$ cat src/rtl/wbps_pkg.sv
// Shared constants and types for the wildcard byte pattern search block.
package wbps_pkg;

    localparam int MAX_PATTERN_BYTES_DEF = 16;
    localparam int OFFSET_BITS_DEF       = 32;

    localparam int REG_PATTERN_BYTES = 16;
    localparam int PATTERN_W         = 8 * REG_PATTERN_BYTES;
    localparam int CARE_W            = 2 * REG_PATTERN_BYTES;
    localparam int LEN_W             = 5;
    localparam int OUT_OFFSET_W      = 32;
    localparam int CFG_DATA_W        = 64;
    localparam int CFG_INDEX_W       = 2;

    localparam logic [CFG_INDEX_W-1:0] CFG_PATTERN_LOW  = 2'd0;
    localparam logic [CFG_INDEX_W-1:0] CFG_PATTERN_HIGH = 2'd1;
    localparam logic [CFG_INDEX_W-1:0] CFG_CARE_MASK    = 2'd2;
    localparam logic [CFG_INDEX_W-1:0] CFG_PATTERN_LEN  = 2'd3;

    typedef logic [7:0] t_byte;

    typedef struct packed {
        logic [PATTERN_W-1:0] pattern;
        logic [CARE_W-1:0]    care;
        logic [LEN_W-1:0]     len;
    } t_sig_cfg;

endpackage

$ cat src/rtl/wbps_if.sv
// Item channel interfaces for the input byte stream and the search result.
interface wbps_in_if;
    logic       valid;
    logic       ready;
    logic [7:0] data_byte;
    logic       first_byte;
    logic       last_byte;

    modport source (output valid, data_byte, first_byte, last_byte, input ready);
    modport sink   (input valid, data_byte, first_byte, last_byte, output ready);
endinterface

interface wbps_out_if;
    logic        valid;
    logic        ready;
    logic        match_found;
    logic [31:0] match_offset;

    modport source (output valid, match_found, match_offset, input ready);
    modport sink   (input valid, match_found, match_offset, output ready);
endinterface

$ cat src/rtl/wbps_match.sv
// Parallel masked compare of the byte window against the signature.
module wbps_match #(
    parameter int MAX_PATTERN_BYTES = wbps_pkg::MAX_PATTERN_BYTES_DEF
) (
    input  wbps_pkg::t_byte   i_window [MAX_PATTERN_BYTES],
    input  wbps_pkg::t_sig_cfg i_cfg,
    output logic              o_match
);

    localparam int LANES = (MAX_PATTERN_BYTES < wbps_pkg::REG_PATTERN_BYTES) ?
                           MAX_PATTERN_BYTES : wbps_pkg::REG_PATTERN_BYTES;
    localparam int IDX_W = (MAX_PATTERN_BYTES > 1) ? $clog2(MAX_PATTERN_BYTES) : 1;

    logic [LANES-1:0] lane_hit;
    logic             len_ok;

    for (genvar g = 0; g < LANES; g++) begin : g_lane
        logic [wbps_pkg::LEN_W-1:0] d;
        logic [7:0]                 care;
        logic [7:0]                 sig;
        wbps_pkg::t_byte            win;

        assign d    = i_cfg.len - wbps_pkg::LEN_W'(g) - wbps_pkg::LEN_W'(1);
        assign win  = i_window[d[IDX_W-1:0]];
        assign sig  = i_cfg.pattern[8*g +: 8];
        assign care = {{4{i_cfg.care[2*g]}}, {4{i_cfg.care[2*g+1]}}};
        assign lane_hit[g] = (wbps_pkg::LEN_W'(g) >= i_cfg.len) ||
                             (((win ^ sig) & care) == 8'd0);
    end

    assign len_ok = (i_cfg.len != '0) &&
                    ({1'b0, i_cfg.len} <= 6'(MAX_PATTERN_BYTES)) &&
                    ({1'b0, i_cfg.len} <= 6'(wbps_pkg::REG_PATTERN_BYTES));

    assign o_match = len_ok && (&lane_hit);

endmodule

$ cat src/rtl/wildcard_byte_pattern_search_top.sv
// Top level of the wildcard byte pattern search block.
//
// i_in carries one buffer byte per item with first_byte and last_byte marks.
// o_out carries at most one result per buffer: the start offset of the first
// signature match, or not found on the last byte. The config write port sets
// the pattern, the nibble care mask and the length; the user must write it
// only while no item is in flight, as the block does not enforce this. An
// accepted item sits in an input register; the window shift, the masked
// compare over all signature bytes and the offset subtract run from it into
// the output register. Throughput is one item per cycle, set by the single
// compare stage, while the output register is empty or its result is taken.
// When the receiver stalls, the result holds in the output register and the
// input register still takes one more item; i_in.ready drops only when both
// are full. Reset clears the config, both valid flags, the position, the fill
// count and done flag; the window needs no clearing, the fill count guards it.
module wildcard_byte_pattern_search_top #(
    parameter int MAX_PATTERN_BYTES = wbps_pkg::MAX_PATTERN_BYTES_DEF,
    parameter int OFFSET_BITS       = wbps_pkg::OFFSET_BITS_DEF
) (
    input  logic                               i_clk,
    input  logic                               i_rst_n,
    wbps_in_if.sink                            i_in,
    wbps_out_if.source                         o_out,
    input  logic                               i_cfg_we,
    input  logic [wbps_pkg::CFG_INDEX_W-1:0]   i_cfg_index,
    input  logic [wbps_pkg::CFG_DATA_W-1:0]    i_cfg_data
);

    localparam int FILL_W = $clog2(MAX_PATTERN_BYTES + 1);

    wbps_pkg::t_sig_cfg r_cfg;

    logic       r_in_valid;
    logic [7:0] r_data;
    logic       r_first;
    logic       r_last;

    wbps_pkg::t_byte r_window [MAX_PATTERN_BYTES];
    wbps_pkg::t_byte n_window [MAX_PATTERN_BYTES];
    logic [FILL_W-1:0]      r_fill;
    logic [FILL_W-1:0]      n_fill;
    logic [OFFSET_BITS-1:0] r_pos;
    logic [OFFSET_BITS-1:0] n_pos;
    logic                   r_done;
    logic                   n_done;

    logic                                r_out_valid;
    logic                                r_found;
    logic [wbps_pkg::OUT_OFFSET_W-1:0]   r_offset;

    logic                   process;
    logic                   eff_done;
    logic [FILL_W-1:0]      eff_fill;
    logic [OFFSET_BITS-1:0] eff_pos;
    logic                   match;
    logic                   hit;
    logic                   produce;
    logic [OFFSET_BITS-1:0] start_pos;

    assign process     = r_in_valid && (!r_out_valid || o_out.ready);
    assign i_in.ready  = !r_in_valid || process;

    assign eff_done = r_first ? 1'b0 : r_done;
    assign eff_fill = r_first ? '0 : r_fill;
    assign eff_pos  = r_first ? '0 : r_pos;

    always_comb begin
        n_window[0] = r_data;
        for (int k = 1; k < MAX_PATTERN_BYTES; k++) begin
            n_window[k] = r_window[k-1];
        end
    end

    wbps_match #(
        .MAX_PATTERN_BYTES(MAX_PATTERN_BYTES)
    ) u_match (
        .i_window (n_window),
        .i_cfg    (r_cfg),
        .o_match  (match)
    );

    assign n_fill = (eff_fill == FILL_W'(MAX_PATTERN_BYTES)) ? eff_fill
                                                             : eff_fill + FILL_W'(1);
    assign n_pos  = eff_pos + OFFSET_BITS'(1);
    assign hit    = !eff_done && match && (7'(n_fill) >= 7'(r_cfg.len));
    assign produce = !eff_done && (hit || r_last);
    assign n_done = eff_done || produce;
    assign start_pos = eff_pos - OFFSET_BITS'(r_cfg.len) + OFFSET_BITS'(1);

    always_ff @(posedge i_clk) begin
        if (!i_rst_n) begin
            r_cfg       <= '0;
            r_in_valid  <= 1'b0;
            r_fill      <= '0;
            r_pos       <= '0;
            r_done      <= 1'b0;
            r_out_valid <= 1'b0;
        end else begin
            if (i_cfg_we) begin
                case (i_cfg_index)
                    wbps_pkg::CFG_PATTERN_LOW:  r_cfg.pattern[63:0]   <= i_cfg_data;
                    wbps_pkg::CFG_PATTERN_HIGH: r_cfg.pattern[127:64] <= i_cfg_data;
                    wbps_pkg::CFG_CARE_MASK:
                        r_cfg.care <= i_cfg_data[wbps_pkg::CARE_W-1:0];
                    wbps_pkg::CFG_PATTERN_LEN:
                        r_cfg.len  <= i_cfg_data[wbps_pkg::LEN_W-1:0];
                    default: ;
                endcase
            end

            if (i_in.valid && i_in.ready) begin
                r_in_valid <= 1'b1;
            end else if (process) begin
                r_in_valid <= 1'b0;
            end

            if (process) begin
                r_done <= n_done;
                if (!eff_done) begin
                    r_fill <= n_fill;
                    r_pos  <= n_pos;
                end else begin
                    r_fill <= eff_fill;
                    r_pos  <= eff_pos;
                end
            end

            if (process && produce) begin
                r_out_valid <= 1'b1;
            end else if (o_out.ready) begin
                r_out_valid <= 1'b0;
            end
        end
    end

    always_ff @(posedge i_clk) begin
        if (i_in.valid && i_in.ready) begin
            r_data  <= i_in.data_byte;
            r_first <= i_in.first_byte;
            r_last  <= i_in.last_byte;
        end
        if (process && !eff_done) begin
            r_window <= n_window;
        end
        if (process && produce) begin
            r_found  <= hit;
            r_offset <= hit ? wbps_pkg::OUT_OFFSET_W'(start_pos) : '0;
        end
    end

    assign o_out.valid        = r_out_valid;
    assign o_out.match_found  = r_found;
    assign o_out.match_offset = r_offset;

    a_done_is_silent: assert property (@(posedge i_clk) disable iff (!i_rst_n)
        (process && r_done && !r_first) |-> !produce)
        else $error("result produced after the buffer was already reported");

    a_hit_needs_len: assert property (@(posedge i_clk) disable iff (!i_rst_n)
        (process && hit) |-> (r_cfg.len != '0))
        else $error("match with zero pattern length");

    a_fill_bound: assert property (@(posedge i_clk) disable iff (!i_rst_n)
        r_fill <= FILL_W'(MAX_PATTERN_BYTES))
        else $error("window fill count above window depth");

    a_report_sets_done: assert property (@(posedge i_clk) disable iff (!i_rst_n)
        (process && produce) |=> (r_done && r_out_valid))
        else $error("report did not set done or load the output register");

endmodule
$ cat src/flat_wrapper.sv
// flat-port wrapper written by rule: the top's interface ports become plain ports
module wildcard_byte_pattern_search_top_flat 
#(
    parameter int MAX_PATTERN_BYTES = wbps_pkg::MAX_PATTERN_BYTES_DEF,
    parameter int OFFSET_BITS       = wbps_pkg::OFFSET_BITS_DEF
)
  (i_clk, i_rst_n, i_cfg_we, i_cfg_index, i_cfg_data, i_in_valid, i_in_data_byte, i_in_first_byte, i_in_last_byte, i_in_ready, o_out_valid, o_out_match_found, o_out_match_offset, o_out_ready);
  wbps_in_if i_in_i ();
  wbps_out_if o_out_i ();
  input  logic i_clk;
  input  logic i_rst_n;
  input  logic i_cfg_we;
  input  logic [wbps_pkg::CFG_INDEX_W-1:0] i_cfg_index;
  input  logic [wbps_pkg::CFG_DATA_W-1:0] i_cfg_data;
  input wire logic [$bits(i_in_i.valid)-1:0] i_in_valid;
  input wire logic [$bits(i_in_i.data_byte)-1:0] i_in_data_byte;
  input wire logic [$bits(i_in_i.first_byte)-1:0] i_in_first_byte;
  input wire logic [$bits(i_in_i.last_byte)-1:0] i_in_last_byte;
  output wire logic [$bits(i_in_i.ready)-1:0] i_in_ready;
  output wire logic [$bits(o_out_i.valid)-1:0] o_out_valid;
  output wire logic [$bits(o_out_i.match_found)-1:0] o_out_match_found;
  output wire logic [$bits(o_out_i.match_offset)-1:0] o_out_match_offset;
  input wire logic [$bits(o_out_i.ready)-1:0] o_out_ready;
  assign i_in_i.valid = i_in_valid;
  assign i_in_i.data_byte = i_in_data_byte;
  assign i_in_i.first_byte = i_in_first_byte;
  assign i_in_i.last_byte = i_in_last_byte;
  assign i_in_ready = i_in_i.ready;
  assign o_out_valid = o_out_i.valid;
  assign o_out_match_found = o_out_i.match_found;
  assign o_out_match_offset = o_out_i.match_offset;
  assign o_out_i.ready = o_out_ready;
  wildcard_byte_pattern_search_top #(.MAX_PATTERN_BYTES(MAX_PATTERN_BYTES), .OFFSET_BITS(OFFSET_BITS)) u_core (.i_clk(i_clk), .i_rst_n(i_rst_n), .i_in(i_in_i), .o_out(o_out_i), .i_cfg_we(i_cfg_we), .i_cfg_index(i_cfg_index), .i_cfg_data(i_cfg_data));
endmodule
$ cat config.mk
export PLATFORM = sky130hd
export DESIGN_NAME = wildcard_byte_pattern_search_top_flat
export DESIGN_NICKNAME = d
export VERILOG_FILES = /design/src/rtl/wbps_pkg.sv /design/src/rtl/wbps_if.sv /design/src/rtl/wbps_match.sv /design/src/rtl/wildcard_byte_pattern_search_top.sv /design/src/flat_wrapper.sv
export SDC_FILE = /design/constraint.sdc
export NUM_CORES = 1
export LEC_CHECK = 0
export BUFFER_PORTS_ARGS = -buffer_cell sky130_fd_sc_hd__clkbuf_2
export CAP_MARGIN = 40
export CORE_MARGIN = 2
export CORE_UTILIZATION = 40
export DETAILED_ROUTE_END_ITERATION = 12
export GPL_TIMING_DRIVEN = 0
export PLACE_DENSITY = 0.66
export SLEW_MARGIN = 10
export SYNTH_ARGS = -nofsm -noshare
export SYNTH_HDL_FRONTEND = slang
export SYNTH_HIERARCHICAL = 1
export SYNTH_SLANG_ARGS = --single-unit
$ cat constraint.sdc
create_clock -name i_clk -period 9.5 [get_ports i_clk]
set_input_delay 2.85 -clock i_clk [delete_from_list [all_inputs] [get_ports i_clk]]
set_output_delay 2.85 -clock i_clk [all_outputs]
set_load 0.1 [all_outputs]
=== Yosys cells after proc, flatten, opt, wreduce, memory -nomap -nowiden ===
Cells that the tools add are included.

* Add/subtract/negate cells: 34
* $lt $le $gt $ge: 34
* Equal/unequal tests: 4
* Mux-type cells: 58
* Bitwise operators: 48
* Reduce and logical (&&, ||, !) cells: 58

{| class="wikitable"
|+ Operators with widths
! operator !! count
|-
| 8-bit binary-select mux with 4-bit select || 16
|-
| 8-bit 2-to-1 mux || 32
|-
| 8-bit bitwise AND || 16
|-
| 8-bit logical NOT || 16
|-
| 8-bit bitwise XOR || 16
|-
| 5-bit greater-or-equal comparator (second input constant) || 16
|-
| 4-bit NOT with 5-bit output || 16
|-
| 32-bit by 1-bit adder with 32-bit output (second input constant) || 2
|-
| 32-bit 2-to-1 mux || 2
|-
| 4-bit by 1-bit subtractor with 4-bit output (second input constant) || 16
|-
| 4-bit by 5-bit greater-or-equal comparator with 1-bit output (first input constant) || 8
|-
| 32-bit by 5-bit subtractor with 32-bit output || 1
|-
| 4-bit subtractor (second input constant) || 8
|-
| 3-bit by 5-bit greater-or-equal comparator with 1-bit output (first input constant) || 4
|-
| 1-bit logical OR || 20
|-
| 16-bit AND reduction || 1
|-
| 4-bit by 3-bit subtractor with 4-bit output (second input constant) || 4
|-
| 5-bit 2-to-1 mux || 3
|-
| 1-bit by 5-bit greater-or-equal comparator with 1-bit output (first input constant) || 2
|-
| 2-bit by 5-bit greater-or-equal comparator with 1-bit output (first input constant) || 2
|-
| 1-bit logical AND || 10
|-
| 2-bit AND reduction || 4
|-
| 4-bit by 2-bit subtractor with 4-bit output (second input constant) || 2
|-
| 5-bit by 1-bit adder with 5-bit output (second input constant) || 1
|-
| 10 further kinds || 18
|}

* Bits in registers: 368
* Input port bits: 81
* Word-level logic and storage cells: 265

=== Depth between registers and ports, before layout ===
Gate-level depths: netlist (run 1).

* Depth in word-level cells: 18
* Mapped depth: 27
* Gate-level depth less buffers: 17

=== Modules after synthesis ===
Netlist (run 1), hierarchy kept.

{| class="wikitable"
|+ By module, submodules not included
! module !! times used !! cells each !! area an instance (µm²) !! sequential area each (µm²)
|-
| wildcard_byte_pattern_search_top || 1 || 1540 || 15854.0 || 8998.6
|-
| wbps_match || 1 || 868 || 10089.7 || 0.0
|}

=== Worst setup path before layout (run 1) ===
OpenSTA, ideal clock, no wires.

* Path kind: input to register
* Start point: input o_out_ready
* End point: register u_core.r_out_valid (netlist: u_core/o_out.valid)
* Library setup time: 0.117 ns
* Arrival: 7.203 ns
* Data required time: 9.383 ns
* Path slack: 2.180 ns
* Stages: 5
* Cells stage by stage: nand2b_1 > nand3_1 > clkinv_1 > o21a_1 > o21a_1

* Word-level cells in the longest chain between the ends: 4
* Elaborated cells between the ends (all ways): 5

{| class="wikitable"
|+ RTL lines
! what !! RTL line !! source
|-
| from (decl) || flat_wrapper.sv:23 || <nowiki>input wire logic [$bits(o_out_i.ready)-1:0] o_out_ready;</nowiki>
|-
| 1-bit logical OR || wildcard_byte_pattern_search_top.sv:60 || <nowiki>assign process = r_in_valid && (!r_out_valid || o_out.ready);</nowiki>
|-
| 1-bit logical AND || wildcard_byte_pattern_search_top.sv:60 ||
|-
| 1-bit logical AND || wildcard_byte_pattern_search_top.sv:128 || <nowiki>if (process && produce) begin</nowiki>
|-
| 1-bit 2-to-1 mux / 2-bit nonzero test (equally long branches) || n/a ||
|-
| to (signal assigned) || wildcard_byte_pattern_search_top.sv:97 || <nowiki>r_out_valid <= 1'b0;</nowiki>
|-
| to (signal assigned) || wildcard_byte_pattern_search_top.sv:129 || <nowiki>r_out_valid <= 1'b1;</nowiki>
|-
| to (signal assigned) || wildcard_byte_pattern_search_top.sv:131 || <nowiki>r_out_valid <= 1'b0;</nowiki>
|-
| to (decl) || wildcard_byte_pattern_search_top.sv:47 || <nowiki>logic r_out_valid;</nowiki>
|}

Several ways; a longest one is shown, not always the timed one.
A chain may end at the register's enable or synchronous reset.

=== Worst setup path in the final report (run 1) ===
* Start point: register u_core/r_cfg[1] (netlist bit)
* End point: register u_core.r_offset, in the netlist u_core/o_out.match_offset[4], enable pin

* Word-level cells in the longest chain between the ends: 17
* Elaborated cells between the ends (all ways): 186

{| class="wikitable"
|+ RTL lines
! what !! RTL line !! source
|-
| from (decl) || wildcard_byte_pattern_search_top.sv:31 || <nowiki>wbps_pkg::t_sig_cfg r_cfg;</nowiki>
|-
| 4-bit by 1-bit subtractor with 4-bit output (tied with other cells) || wbps_match.sv:23 || <nowiki>assign d = i_cfg.len - wbps_pkg::LEN_W'(g) - wbps_pkg::LEN_W'(1);</nowiki>
|-
| 4-bit by 1-bit subtractor with 4-bit output || wbps_match.sv:23 ||
|-
| 4-bit NOT with 5-bit output (not written as such) || wbps_match.sv:24 || <nowiki>assign win = i_window[d[IDX_W-1:0]];</nowiki>
|-
| 8-bit binary-select mux with 4-bit select || wbps_match.sv:24 ||
|-
| 8-bit 2-to-1 mux (not written as such) (2 in a row) || wbps_match.sv:24 ||
|-
| 8-bit bitwise XOR || wbps_match.sv:28 || <nowiki>(((win ^ sig) & care) == 8'd0);</nowiki>
|-
| 8-bit bitwise AND || wbps_match.sv:28 ||
|-
| 8-bit logical NOT || wbps_match.sv:28 ||
|-
| 1-bit logical OR || wbps_match.sv:27 || <nowiki>assign lane_hit[g] = (wbps_pkg::LEN_W'(g) >= i_cfg.len) ||</nowiki>
|-
| 16-bit AND reduction || wbps_match.sv:35 || <nowiki>assign o_match = len_ok && (&lane_hit);</nowiki>
|-
| 1-bit logical AND * || wbps_match.sv:35 ||
|-
| named net u_core.match || wildcard_byte_pattern_search_top.sv:55 || <nowiki>logic match;</nowiki>
|-
| 1-bit logical AND * (2 in a row) || wildcard_byte_pattern_search_top.sv:85 || <nowiki>assign hit = !eff_done && match && (7'(n_fill) >= 7'(r_cfg.len));</nowiki>
|-
| 1-bit logical OR * || wildcard_byte_pattern_search_top.sv:86 || <nowiki>assign produce = !eff_done && (hit || r_last);</nowiki>
|-
| 1-bit logical AND * || wildcard_byte_pattern_search_top.sv:86 ||
|-
| 1-bit logical AND * || wildcard_byte_pattern_search_top.sv:145 || <nowiki>if (process && produce) begin</nowiki>
|-
| to (signal assigned) || wildcard_byte_pattern_search_top.sv:147 || <nowiki>r_offset <= hit ? wbps_pkg::OUT_OFFSET_W'(start_pos) : '0;</nowiki>
|-
| to (decl) || wildcard_byte_pattern_search_top.sv:49 || <nowiki>logic [wbps_pkg::OUT_OFFSET_W-1:0] r_offset;</nowiki>
|}

The timed path passes the listed nets; every way through them passes the cells marked *. The select of a mux whose other input is x is not followed.

==> results of run 1 <==
synthesized netlist by cell type, types with 48 or more instances:
master    instances  area (µm²)
a21oi_1          65         325
nand2_1         439        1650
edfxtp_1        163        4890
xor2_1           78         683
mux2i_1         234        2340
clkbuf_1         72         270
xnor2_1          98         858
a21boi_0        165        1240
dfxtp_1         205        4100
ha_1             80        1000
mux4_2          187        4210
nor2_1           48         180
metrics by stage:
stage | instances | total power (µW) | area (µm²) | utilization, %
2_1_floorplan | 2408 | 2400 | 25900 | -
3_3_place_gp | 3377 | 2700 | 27600 | 42.9
3_5_place_dp | 3393 | 2720 | 27800 | 43.2
4_1_cts | 3473 | 4470 | 29300 | 45.6
5_1_grt | 3474 | 4600 | 29300 | 45.6
6_report | 3474 | 4470 | 29300 | 45.6
state kept, by name (all words and copies together) (netlist names), 5 cells and up:
signal and flops:
u_core/n_window 120, u_core/r_cfg 165, u_core/r_pos 32, u_core/r_fill 5
u_core/r_data 8, u_core/o_out.match_offset 32
area by class of cell:
type,instances,area [µm²]
fill,5955,35000
multi-input combinational,1835,16000
sequential,368,9000
clock buffer,54,1190
tap,855,1070
buffer,152,790
timing repair buffer,131,764
clock inverter,26,305
inverter,53,204
path summary, 6_finish.rpt:
| check | from | end |
|---|---|---|
| worst max-delay path | u_core/r_cfg[1]$_SDFFE_PN0P_ | u_core/o_out.match_offset[4]$_SDFFCE_PN0P_ |
| worst min-delay path | u_core/r_cfg[29]$_SDFFE_PN0P_ | u_core/r_cfg[29]$_SDFFE_PN0P_ |
| worst max register to register | u_core/r_cfg[1]$_SDFFE_PN0P_ | u_core/o_out.match_offset[4]$_SDFFCE_PN0P_ |
| worst min register to register | u_core/r_cfg[29]$_SDFFE_PN0P_ | u_core/r_cfg[29]$_SDFFE_PN0P_ |
logic make-up (layout without fill, tap and decap cells):
family / count (synthesis) / count (layout) / synth area share (%)
DFF: 368 / 368 / 34.7
adders and majority gates: 81 / 81 / 3.94
muxes: 464 / 464 / 27.7
xor gates and xnor gates: 181 / 181 / 6.26
buffers and inverters: 205 / 416 / 3.81
AOI/OAI and AO/OA: 371 / 371 / 10.3
and+or+nand+nor: 738 / 738 / 13.3
per-layer routing:
| metal | vias up | GRT usage (%) | wire length, µm |
|---|---|---|---|
| met5 | - | 0 | 13 |
| met4 | 2 | 11.2 | 4420 |
| met3 | 213 | 7.10 | 10000 |
| met2 | 1133 | 42.3 | 41200 |
| met1 | 10479 | 36.7 | 37800 |
| li1 | 9208 | - | - |
power by group through the flow:
stage / Combinational (µW) / Sequential (µW) / Clock, µW
3_3_place_gp: 878 / 1820 / 0
4_1_cts: 900 / 1790 / 1780
2_1_floorplan: 547 / 1850 / 0
3_5_place_dp: 897 / 1820 / 0
5_1_grt: 959 / 1790 / 1850
6_report: 927 / 1790 / 1750
worst max-delay path, stage by stage, from the launching register on:
cell and delay (ns):
dfxtp_1 0.66, buf_2 0.37, buf_4 0.30, clkinv_1 0.53
buf_2 0.52, ha_1 0.57, buf_2 0.39, buf_2 0.34
buf_2 0.44, buf_1 0.68, mux4_2 0.41, mux2i_1 0.71
xnor2_1 0.20, a31oi_1 0.11, nor4b_1 0.29, and4_1 0.35
nand4_1 0.12, or3_1 0.30, and2_1 0.15, buf_6 0.14
inv_2 0.15, o21a_2 0.67
==> impl_metrics.json, run 1 <==
{
  "cp.arrival_ns": 9.09,
  "clock_tree.root_cell": "clkbuf_16",
  "initial_core_util_pct": 40.4,
  "nets": 2747,
  "detail-route-antenna-nets": 0,
  "endpoint_kind": "flop",
  "grt_overflow": 0,
  "dieWidth_um": 259,
  "drive_above_1_share_pct": 20.4,
  "std_cell_rows": 93,
  "core-area_um2": 64200,
  "layout_commonest_cell": "nand2_1",
  "layout_common_cells": "nand2_1, mux2i_1, dfxtp_1",
  "clkPwrFrac_pct": 39.2,
  "p_int_uw": 3110,
  "clkLatencyLatePin_ns": 0.61,
  "ff2ff_path_depth": 21,
  "antenna_found_initial": 1,
  "ir_drop_mv": 0.122,
  "slew_headroom_pct": 39.5,
  "fin_skew_ns": 0.0351,
  "finalSetupViolCount": 0,
  "cts_buffers": 44,
  "cts_tree": "done",
  "grt_pass1_vias": 20209,
  "fin_crit_sh_pct": 93.3,
  "startpoint_type": "flop",
  "worst_hold_slack_ns": 0.470,
  "fmax_mhz": 113,
  "combPwrFrac_pct": 20.7,
  "post_drt_wl_per_cell_um": 26.9,
  "cp_max_fo": 34,
  "place_congestion": 1.03,
  "sequentialPowerShare_pct": 40.0,
  "post_cts_buffers": 0,
  "synth_cell_types": 94,
  "post-dp-hpwl_mm": 74.0,
  "synth_area_per_cell_um2": 10.8,
  "area_delta_synth_final_pct": 12.9,
  "layout_min_cycle_time_ns": 8.86,
  "hold_depth": 2,
  "clk_pin_slew_ns": 0.06,
  "dpl_worst_slack_ns": 0.858,
  "setup_ws_ns": 0.638,
  "drc_errors": 0,
  "drt-initial-drc-count": 2478,
  "leakage_uw": 0.0106,
  "synth_area_um2": 25900,
  "yosysSeqAreaShare_pct": 34.7,
  "required_ns": 9.72,
  "viasPerCell": 6.05,
  "max-cap-violations": 0,
  "synth_edf_count": 163,
  "ys_seq_elements": 368,
  "grt_max_degree": 82,
  "ys_async_sr_fraction_pct": 0,
  "cts_resized": 0,
  "dr.pass1.iters": 5,
  "tightest_slew_ns": 0.882,
  "hold_path.class": "flop to flop",
  "setup_tns_ns": 0,
  "synthFlopType": "dfxtp_1",
  "worstSetupPathType": "flop to flop",
  "wl_mm": 93.5,
  "rsz0062_at_grt": "no",
  "clock_sinks": 368,
  "io_pins": 116,
  "n_antenna_cell": 0,
  "cts_buffer_depth": 3,
  "p_per_area_nw_per_um2": 153,
  "dieArea_um2": 66900,
  "rrSetupSlack_ns": 0.64,
  "status": "complete, no violations",
  "fp.dieH_um": 259,
  "hold_buffers": 0,
  "ctsHtreeMaxLevel": 2,
  "syn-num-nets": 2570,
  "grt_pass1_wl_mm": 136,
  "finalHoldViolCount": 0,
  "synth_warnings": 6,
  "route.vias.total": 21035,
  "numPortBuffers": 114,
  "switching_share_pct": 30.3,
  "grt_usage_pct": 27.4,
  "slew_viol_final": 0,
  "switching_power_uw": 1360,
  "synth_cells": 2408
}
(Power assumes the default switching activity.)
==> run 2, diff against run 1 <==
--- a/config.mk
+++ b/config.mk
@@ -5,6 +5,7 @@
 export SDC_FILE = /design/constraint.sdc
 export NUM_CORES = 1
 export LEC_CHECK = 0
+export ABC_AREA = 1
 export BUFFER_PORTS_ARGS = -buffer_cell sky130_fd_sc_hd__clkbuf_2
 export CAP_MARGIN = 40
 export CORE_MARGIN = 2
==> impl_metrics.json, run 2 <==
{
  "status": "complete, no violations",
  "grt_usage_pct": 37.7,
  "finalHoldViolCount": 0,
  "synth_area_per_cell_um2": 6.44,
  "clkPwrFrac_pct": 35.9,
  "io_pins": 116,
  "crit_path_start": "o_out_ready",
  "finalSetupViolCount": 0,
  "n_fill_cell": 6853,
  "endpoint_kind": "output port",
  "switching_power_uw": 1780,
  "ys_async_sr_fraction_pct": 0,
  "syn-num-nets": 4214,
  "tightest_slew_ns": 0.977,
  "synth_warnings": 6,
  "fin_cells": 5106,
  "required_ns": 6.65,
  "switching_share_pct": 36.7,
  "detail-route-antenna-nets": 0,
  "synthFlopType": "dfxtp_1",
  "cts_buffer_depth": 3,
  "layout_commonest_cell": "nand3_1",
  "leakage_uw": 0.0136,
  "ys_seq_elements": 368,
  "grt_pass1_vias": 26304,
  "largest_reg_flops": 165,
  "post_drt_wl_per_cell_um": 25.3,
  "p_int_uw": 3070,
  "ir_drop_mv": 0.131,
  "rsz0062_at_grt": "no",
  "rr_endpoint": "u_core/o_out.match_offset[6]$_SDFFCE_PN0P_",
  "post_cts_buffers": 0,
  "hold_path.class": "flop to flop",
  "grt_pass1_wl_mm": 182,
  "p_per_area_nw_per_um2": 166,
  "initial_core_util_pct": 40.5,
  "layout_min_cycle_time_ns": 6.43,
  "cts_resized": 0,
  "hold_buffers": 0,
  "synth_cell_types": 52,
  "grt_max_degree": 72,
  "antenna_found_initial": 5,
  "ctsHtreeMaxLevel": 2,
  "drc_errors": 0,
  "combPwrFrac_pct": 26.3,
  "ys_top_cells_by_count": "nand3_1, nand2_1, nor2_1, inv_1, dfxtp_1",
  "synth_cells": 4052,
  "cp.arrival_ns": 3.58,
  "dieWidth_um": 260,
  "layout_common_cells": "nand3_1, nand2_1, nor2_1",
  "clkLatencyLatePin_ns": 0.59,
  "dr.pass1.iters": 13,
  "clock_sinks": 368,
  "yosysMostFrequentCell": "nand3_1",
  "crit_end": "i_in_ready",
  "core-area_um2": 64500,
  "clk_pin_slew_ns": 0.06,
  "numPortBuffers": 114,
  "synthTopCellsByArea": "nand3_1, edfxtp_1, dfxtp_1",
  "synth_top_area_cell": "nand3_1",
  "nets": 4378,
  "place_congestion": 1.13,
  "route.vias.total": 29478,
  "synth_edf_count": 163,
  "drive_above_1_share_pct": 7.86,
  "rrSetupSlack_ns": 3.41,
  "fin_crit_sh_pct": 67.6,
  "max-cap-violations": 0,
  "setup_tns_ns": 0,
  "std_cell_rows": 93,
  "netlist.area_leader.share_pct": 21.1,
  "worstSetupPathType": "primary input to output port",
  "wl_mm": 129,
  "fmax_mhz": 156,
  "drt-initial-drc-count": 4016,
  "startpoint_type": "primary input",
  "slew_viol_final": 0,
  "synth_area_um2": 26100,
  "ff2ff_path_depth": 26,
  "area_delta_synth_final_pct": 12.1,
  "post-dp-hpwl_mm": 106,
  "grt_overflow": 0,
  "fp.dieH_um": 260,
  "viasPerCell": 5.77,
  "sequentialPowerShare_pct": 37.8,
  "dieArea_um2": 67300,
  "dpl.cell_count": 5025,
  "cp_max_fo": 3,
  "yosysSeqAreaShare_pct": 34.5,
  "timing.rr.start": "u_core/r_cfg[1]$_SDFFE_PN0P_",
  "slew_headroom_pct": 34.9,
  "top_register": "u_core/r_cfg",
  "cts_tree": "done",
  "cts_buffers": 44,
  "fin_skew_ns": 0.0200,
  "clock_tree.root_cell": "clkbuf_16"
}
run 2: changes by cell type in the layout (fill, tap and decap cells not counted), sizes merged, moves of 35 or more:
cell    before   now
a21boi     167     1
a21oi       65   104
and2        41     6
inv         55   401
mux2        35     0
mux2i      235     0
mux4       194     0
nand2      439  1092
nand2b      44     0
nand3       24  1110
nor2        49   435
o21ai       37   205
xnor2      102     2
xor2        79    14
run 2: worst max-delay path: stages:
cell and delay, ns:
clkbuf_2 0.08, inv_1 0.06, nand3_1 0.11, clkbuf_2 0.47
run 2: per-stage QoR:
| stage | cell area (µm²) | util (%) | worst slack (ns) | hold WS (ns) | power, µW |
|---|---|---|---|---|---|
| after floorplan | 26100 | - | 2.95 | 0.437 | 2600 |
| after global placement | 27800 | 43.1 | 2.91 | 0.459 | 3070 |
| after detailed placement | 27800 | 43.2 | 3.08 | 0.460 | 3080 |
| after CTS | 29300 | 45.4 | 3.07 | 0.464 | 4800 |
| after global routing | 29300 | 45.4 | 3.03 | 0.477 | 5020 |
| final | 29300 | 45.4 | 3.07 | 0.471 | 4850 |
run 2: area by class of cell:
type                    instances  area [µm²]  area share, %
clock inverters                23         218          0.743
inverters                     401        1510           5.14
diodes                          1        2.50        0.00854
flip-flops and latches        368        9000           30.7
multi-input cells            3106       14700           50.3
repair buffers                118         644           2.20
plain buffers                 177         872           2.98
clock buffers                  57        1230           4.21
well taps                     855        1070           3.65
run 2: worst min-delay path by stage:
stage                                   from                       endpoint  depth (start not counted)
2_1_floorplan  u_core/r_fill[1]$_SDFFE_PN0P_  u_core/r_fill[1]$_SDFFE_PN0P_                          2
6_report       u_core/r_fill[1]$_SDFFE_PN0P_  u_core/r_fill[1]$_SDFFE_PN0P_                          2
5_1_grt         u_core/n_window[9]$_DFFE_PP_   u_core/n_window[1]$_DFFE_PP_                          0
4_1_cts         u_core/n_window[9]$_DFFE_PP_   u_core/n_window[1]$_DFFE_PP_                          0
3_5_place_dp   u_core/r_fill[1]$_SDFFE_PN0P_  u_core/r_fill[1]$_SDFFE_PN0P_                          2
3_3_place_gp   u_core/r_fill[1]$_SDFFE_PN0P_  u_core/r_fill[1]$_SDFFE_PN0P_                          2
run 2: power by group through the flow:
stage / Clock [µW] / Combinational [µW] / Sequential [µW]
floorplan: 0 / 742 / 1860
global placement: 0 / 1210 / 1860
detailed placement: 0 / 1220 / 1860
CTS: 1760 / 1220 / 1830
global route: 1820 / 1370 / 1840
finish: 1740 / 1280 / 1830
run 2: logic make-up after synthesis:
| group | synth area share (%) |
|---|---|
| AOI/OAI and AO/OA | 6.47 |
| xor gates and xnor gates | 0.824 |
| adders and majority gates | 3.91 |
| buffers and inverters | 9.09 |
| DFF | 34.5 |
| and+or+nand+nor | 45.2 |
run 2: per-layer routing:
| layer | track usage, % | up-vias | part of all wire (%) |
|---|---|---|---|
| li1 | - | 13736 | - |
| met1 | 49.4 | 13644 | 40 |
| met2 | 55.3 | 1753 | 41 |
| met3 | 12.1 | 341 | 13 |
| met4 | 19.5 | 4 | 6.3 |
| met5 | 0 | - | 0.046 |
